## src/hw/rtl/csii_ram.sv

```systemverilog
`timescale 1ns / 1ps
// Generic simple dual-port RAM: one write port, one registered read port.
// No dependencies.
module csii_ram #(
	parameter int WIDTH = 8,
	parameter int DEPTH = 16
) (
	input  logic                     clk,
	input  logic                     we,
	input  logic [$clog2(DEPTH)-1:0] waddr,
	input  logic [WIDTH-1:0]         wdata,
	input  logic                     re,
	input  logic [$clog2(DEPTH)-1:0] raddr,
	output logic [WIDTH-1:0]         rdata
);

	logic [WIDTH-1:0] mem [DEPTH];

	always_ff @(posedge clk) begin
		if (we)
			mem[waddr] <= wdata;
		if (re)
			rdata <= mem[raddr];
	end

endmodule

```

## config.mk

```make
export PLATFORM = sky130hd
export DESIGN_NAME = csii_ram
export DESIGN_NICKNAME = d
export VERILOG_FILES = /design/src/hw/rtl/csii_ram.sv
export SDC_FILE = /design/constraint.sdc
export NUM_CORES = 1
export LEC_CHECK = 0
export ABC_AREA = 1
export ABC_CLOCK_PERIOD_IN_PS = 1500
export BUFFER_PORTS_ARGS = -buffer_cell sky130_fd_sc_hd__buf_2
export CORE_MARGIN = 2
export CORE_UTILIZATION = 42
export DETAILED_ROUTE_END_ITERATION = 6
export HOLD_SLACK_MARGIN = 0.05
export PLACE_DENSITY_LB_ADDON = 0.25
export REMOVE_ABC_BUFFERS = 1
export SLEW_MARGIN = 20
export SYNTH_ARGS = -nofsm -noshare
export SYNTH_HDL_FRONTEND = slang
export SYNTH_SLANG_ARGS = --single-unit
```

## constraint.sdc

```tcl
create_clock -name clk -period 1.5 [get_ports clk]
set_input_delay 0.225 -clock clk [delete_from_list [all_inputs] [get_ports clk]]
set_output_delay 0.225 -clock clk [all_outputs]
set_load 0.02 [all_outputs]
```

==> results of run 1 <==
==> worst max-delay path by stage <==
stage / start / slack (ns) / cells past startpoint / endpoint
floorplan: raddr[0] / 0.15 / 6 / rdata[2]
global placement: raddr[0] / 0.05 / 8 / rdata[5]
detailed placement: raddr[0] / 0.04 / 8 / rdata[2]
CTS: rdata[0] / 0.28 / 1 / rdata[0]
global route: rdata[6] / 0.26 / 1 / rdata[6]
finish: rdata[6] / 0.30 / 1 / rdata[6]
==> cells by family after synthesis <==
| kind of cell | Yosys count |
|---|---|
| buffers and inverters | 126 |
| DFF | 136 |
| and+or+nand+nor | 289 |
==> stage by stage <==
stage | hold slack [ns] | utilization (%) | std cells
2_1_floorplan | 0.324 | - | 527
3_3_place_gp | 0.591 | 45.5 | 756
6_report | 0.169 | 49.0 | 786
5_1_grt | 0.170 | 49.0 | 786
4_1_cts | 0.159 | 49.0 | 786
3_5_place_dp | 0.588 | 45.5 | 756
==> cell usage after synthesis <==
cell type	n
nor2_1	17
buf_1	1
edfxtp_1	136
nand3_1	97
buf_6	6
buf_4	4
buf_2	13
nand2_1	173
inv_2	2
nand3b_1	2
inv_1	100
==> power groups by stage <==
stage / Sequential (mW) / Combinational, mW / Clock [mW]
3_5_place_dp: 4.38 / 0.544 / 0
2_1_floorplan: 4.40 / 0.230 / 0
3_3_place_gp: 4.38 / 0.536 / 0
6_report: 4.31 / 0.542 / 3.44
5_1_grt: 4.31 / 0.605 / 3.63
4_1_cts: 4.31 / 0.547 / 3.49
==> flip-flops by register name, indices dropped and copies added (netlist names) <==
signal	flops
mem	128
rdata	8
==> routing by layer <==
layer  track usage [%]  routed length (um)  vias to the layer above
met1              26.0                5990                     1814
met5                 0                   0                        -
met3              3.00                 655                       23
met4              8.19                 308                        0
met2              30.7                6200                      123
li1                  -                   -                     1868
==> final cells by class <==
cell class              count  area (um2)  area share (%)
inverters                 102         383            5.69
repair buffers             49         340            5.06
clock buffers              23         448            6.66
well taps                 180         225            3.35
clock inverters             7        31.3           0.465
multi-input cells         289        1210            18.0
flip-flops and latches    136        4080            60.7
==> placed cells by master (no fill, tap or decap), drive strengths merged <==
master / instances
nand3b: 2
inv: 102
clkbuf: 23
edfxtp: 136
nand2: 173
clkinv: 7
buf: 49
nor2: 17
nand3: 97
==> results.sh, run 1 <==
export IMPL_status="finished clean"
export IMPL_pwr_share_comb_pct=6.5
export IMPL_min_path_type="in2reg"
export IMPL_total_power_mw=8.29
export IMPL_tightest_slew_ns=0.591
export IMPL_postRouteAntennaNets=0
export IMPL_critPathMaxFanout=1
export IMPL_finClkSkew_ns=0.00312
export IMPL_grt_max_degree=62
export IMPL_clockBufferDepth=2
export IMPL_synth_top_cell_area_share_pct=69.8
export IMPL_slowest_stage="edfxtp_1"
export IMPL_antenna_found_initial=0
export IMPL_crit_chain="buf_2"
export IMPL_drive_gt1_share_pct=11.9
export IMPL_synth_cells=551
export IMPL_ys_warn_count=0
export IMPL_netSwitchingFraction_pct=21.6
export IMPL_critical_path_top_delay_family="flip-flops"
export IMPL_htree_levels=4
export IMPL_cp_required_ns=1.27
export IMPL_p_leak_nw=2.90
export IMPL_synth_adder_area_share_pct=0
export IMPL_rsz0062_at_grt="false"
export IMPL_die_h_um=122
export IMPL_path_buf_inv=1
export IMPL_cts_inserted_buffers=17
export IMPL_synth_distinct_cells=11
export IMPL_hold_end="rdata[7]"
export IMPL_synth_area_um2=5850
export IMPL_cts_hold_buffers_added=0
export IMPL_tns_ns=0
export IMPL_synth_compound_area_share_pct=0
export IMPL_gp_congestion=0.787
export IMPL_clock_latency_ns=0.41
export IMPL_drt_pre_antenna_iters=5
export IMPL_power_density_nw_per_um2=1230
export IMPL_cts_sinks=136
export IMPL_cts_setup_buffers=0
export IMPL_fin_nets=614
export IMPL_finalInstanceArea_um2=6730
export IMPL_reg2reg_depth=6
export IMPL_fillers=1235
export IMPL_hp_start="re"
export IMPL_setup_slack_ns=0.303
export IMPL_whs_path_depth=1
export IMPL_slew_viol_final=0
export IMPL_portBuffers=26
export IMPL_ys_seq_area_share_pct=69.8
export IMPL_p_switching_mw=1.79
export IMPL_synth_mux_area_fraction_pct=0
export IMPL_drv_cap=0
export IMPL_grt_pass1_wl_um=21000
export IMPL_internal_power_mw=6.50
export IMPL_num_vias=3828
export IMPL_grt_pass1_vias=3806
export IMPL_synth_top_family_by_area="simple AND/OR/NAND/NOR gates"
export IMPL_placed_area_um2=6250
export IMPL_rows=43
export IMPL_clock_power_share_pct=41.5
export IMPL_boundaryPins=27
export IMPL_hold_viol_final=0
export IMPL_period_needed_ns=1.20
export IMPL_dieArea_um2=14900
export IMPL_synthSimpleGateAreaFrac_pct=20.8
export IMPL_core_area_um2=13700
export IMPL_diodes=0
export IMPL_route_detailed_drc=0
export IMPL_seqPwrFrac_pct=52.0
export IMPL_postSynthAreaPerCell_um2=10.6
export IMPL_slowest_delay_ns=0.39
export IMPL_avgRoutedWirePerCell_um=16.7
export IMPL_setup_viol_count_final=0
export IMPL_endpoint_kind="primary output"
export IMPL_grt_util_all_layers_pct=19.1
export IMPL_synth_area_leaders="edfxtp_1 (70%), nand2_1 (11%), nand3_1 (8.3%), inv_1 (6.4%), buf_6 (1.2%)"
export IMPL_clk_pin_slew_ns=0.05
export IMPL_wirelength_um=13200
export IMPL_cts_resized_gates=0
export IMPL_synth_seq_cells=136
export IMPL_synthXorXnorAreaFrac_pct=0
export IMPL_post_place_ws_ns=0.0441
export IMPL_start_kind="register"
export IMPL_clock_root_buffer="clkbuf_16"
export IMPL_area_growth_pct=15.0
export IMPL_place_hpwl_um=8210
export IMPL_rr_endpoint="rdata[5]"
export IMPL_slew_headroom_pct=60.5
export IMPL_synth_top_cell_by_area="edfxtp_1"
export IMPL_fin_crit_sh_pct=79.8
export IMPL_cts_tree="done"
export IMPL_routed_via_density=4.87
export IMPL_grt_ovfl_total=0
export IMPL_irDropWorstVdd_v=0.000946
export IMPL_reg2reg_slack_ns=0.36
export IMPL_fmax_mhz=835
export IMPL_r2r_start="mem[15][5]"
export IMPL_arrival_ns=0.97
export IMPL_start_util_pct=42.6
export IMPL_first_iter_violations=467
export IMPL_worstSetupPathType="reg2out"
export IMPL_die_w_um=122
Note: power is estimated with default switching activity, not from simulation.
==> inputs of run 2 (changes only) <==
Settings changed: ABC_CLOCK_PERIOD_IN_PS 1500 to 1200.
Clock period 1.5 ns to 1.2 ns, I/O delays scaled along.
==> run 2 against run 1 <==
First-iteration DRC count decreased by 2.1%; clock skew increased by 0.0031 ns; sequential power increased by 25%; sequential share of layout area decreased by 2.0 points; hold slack got worse by 0.027 ns; non-clock buffer count increased by 5; largest power group unchanged; count of clock-buffer cells in the layout decreased by 2; flip-flop and latch count unchanged; via count increased by 2.2%; global-route usage decreased by 0.12 points; critical path type unchanged.
==> results.sh, run 2 (synthesis gave the netlist of run 1 again) <==
export IMPL_min_path_type="in2reg"
export IMPL_wirelength_um=13200
export IMPL_first_iter_violations=457
export IMPL_grt_pass1_wl_um=20600
export IMPL_finClkSkew_ns=0.00624
export IMPL_slowest_delay_ns=0.42
export IMPL_route_detailed_drc=0
export IMPL_irDropWorstVdd_v=0.000940
export IMPL_antenna_found_initial=0
export IMPL_status="finished clean"
export IMPL_boundaryPins=27
export IMPL_num_vias=3913
export IMPL_portBuffers=26
export IMPL_postRouteAntennaNets=0
export IMPL_reg2reg_depth=6
export IMPL_drt_pre_antenna_iters=5
export IMPL_die_h_um=122
export IMPL_cts_tree="done"
export IMPL_rr_endpoint="rdata[3]"
export IMPL_cts_setup_buffers=0
export IMPL_clk_pin_slew_ns=0.06
export IMPL_slew_headroom_pct=73.2
export IMPL_grt_util_all_layers_pct=19.0
export IMPL_slew_viol_final=0
export IMPL_rsz0062_at_grt="true"
export IMPL_fin_nets=619
export IMPL_start_kind="register"
export IMPL_crit_chain="buf_6"
export IMPL_routed_via_density=4.94
export IMPL_area_growth_pct=19.0
export IMPL_clock_root_buffer="clkbuf_16"
export IMPL_clockBufferDepth=2
export IMPL_r2r_start="mem[15][3]"
export IMPL_gp_congestion=0.834
export IMPL_grt_pass1_vias=3800
export IMPL_dieArea_um2=14900
export IMPL_worstSetupPathType="reg2out"
export IMPL_power_density_nw_per_um2=1610
export IMPL_reg2reg_slack_ns=0.07
export IMPL_final_core_utilization_pct=50.7
export IMPL_critical_path_top_delay_family="flip-flops"
export IMPL_core_area_um2=13700
export IMPL_grt_max_degree=42
export IMPL_htree_levels=4
export IMPL_arrival_ns=0.99
export IMPL_hp_start="re"
export IMPL_fmax_mhz=858
export IMPL_whs_ns=0.142
export IMPL_cts_hold_buffers_added=0
export IMPL_grt_ovfl_total=0
export IMPL_p_leak_nw=3.00
export IMPL_mostFrequentLayoutCells="nand2_1 (173), edfxtp_1 (136), inv_1 (100), nand3_1 (94), buf_2 (22)"
export IMPL_hold_viol_final=0
export IMPL_start_util_pct=42.6
export IMPL_avgRoutedWirePerCell_um=16.7
export IMPL_critPathLaunch="rdata[0]"
export IMPL_path_buf_inv=1
export IMPL_endpoint_kind="primary output"
export IMPL_placed_area_um2=6350
export IMPL_tightest_slew_ns=0.402
export IMPL_clock_latency_ns=0.41
export IMPL_hold_end="rdata[3]"
export IMPL_place_hpwl_um=8580
export IMPL_finalInstanceArea_um2=6960
export IMPL_period_needed_ns=1.17
export IMPL_cts_inserted_buffers=17
export IMPL_die_w_um=122
export IMPL_drive_gt1_share_pct=13.7
export IMPL_diodes=0
export IMPL_whs_path_depth=1
export IMPL_slowest_stage="edfxtp_1"
export IMPL_cp_required_ns=1.02
export IMPL_cts_sinks=136
export IMPL_rows=43
export IMPL_largest_reg_flops=128
export IMPL_drv_cap=0
export IMPL_layout_commonest_cell="nand2_1"
export IMPL_setup_viol_count_final=0
export IMPL_critPathMaxFanout=1
export IMPL_fin_crit_sh_pct=97.1
export IMPL_regMostFlops="mem"
export IMPL_top_regs="mem: 128 flops, rdata: 8 flops"
## run 2: power breakdown
| group | switching [mW] | internal, mW | total [mW] |
|---|---|---|---|
| logic | 0.488 | 0.246 | 0.735 |
| registers | 0.0325 | 5.36 | 5.39 |
| clock network | 1.82 | 3.23 | 5.04 |
| total | 2.34 | 8.83 | 11.2 |
## run 2: metal layers
| layer | vias up | track usage (%) | wire (um) |
|---|---|---|---|
| li1 | 1877 | - | - |
| met2 | 135 | 29.6 | 6190 |
| met5 | - | 0 | 0 |
| met1 | 1876 | 26.0 | 6000 |
| met4 | 0 | 8.41 | 327 |
| met3 | 25 | 3.89 | 693 |
## run 2: timing repair
action	in CTS	in global routing
gates resized for setup	2	10
pin swaps	0	2
setup endpoints to repair	1	7
## run 2: worst max path at each step
| stage | slack [ns] | end | cells past startpoint |
|---|---|---|---|
| 2_1_floorplan | -0.10 | rdata[2] | 6 |
| 3_3_place_gp | -0.19 | rdata[3] | 8 |
| 3_5_place_dp | -0.20 | rdata[3] | 8 |
| 4_1_cts | 0.008 | rdata[2] | 1 |
| 5_1_grt | -0.004 | rdata[1] | 6 |
| 6_report | 0.03 | rdata[0] | 1 |
## run 2: metrics by stage
step | power (mW) | TNS [ns] | cells | setup WS [ns]
finish | 11.2 | 0 | 792 | 0.0343
global route | 11.5 | -0.00761 | 792 | -0.00427
CTS | 11.2 | 0 | 792 | 0.00829
detailed placement | 6.20 | -1.14 | 761 | -0.201
global placement | 6.19 | -1.04 | 761 | -0.189
floorplan | 5.79 | -0.749 | 527 | -0.101
## run 2: layout make-up
class                   count  area [um2]
clock buffers              21         440
fillers                  1219        6760
flip-flops and latches    136        4080
multi-input cells         289        1230
inverters                 102         383
repair buffers             54         465
well taps                 180         225
clock inverters            10         129
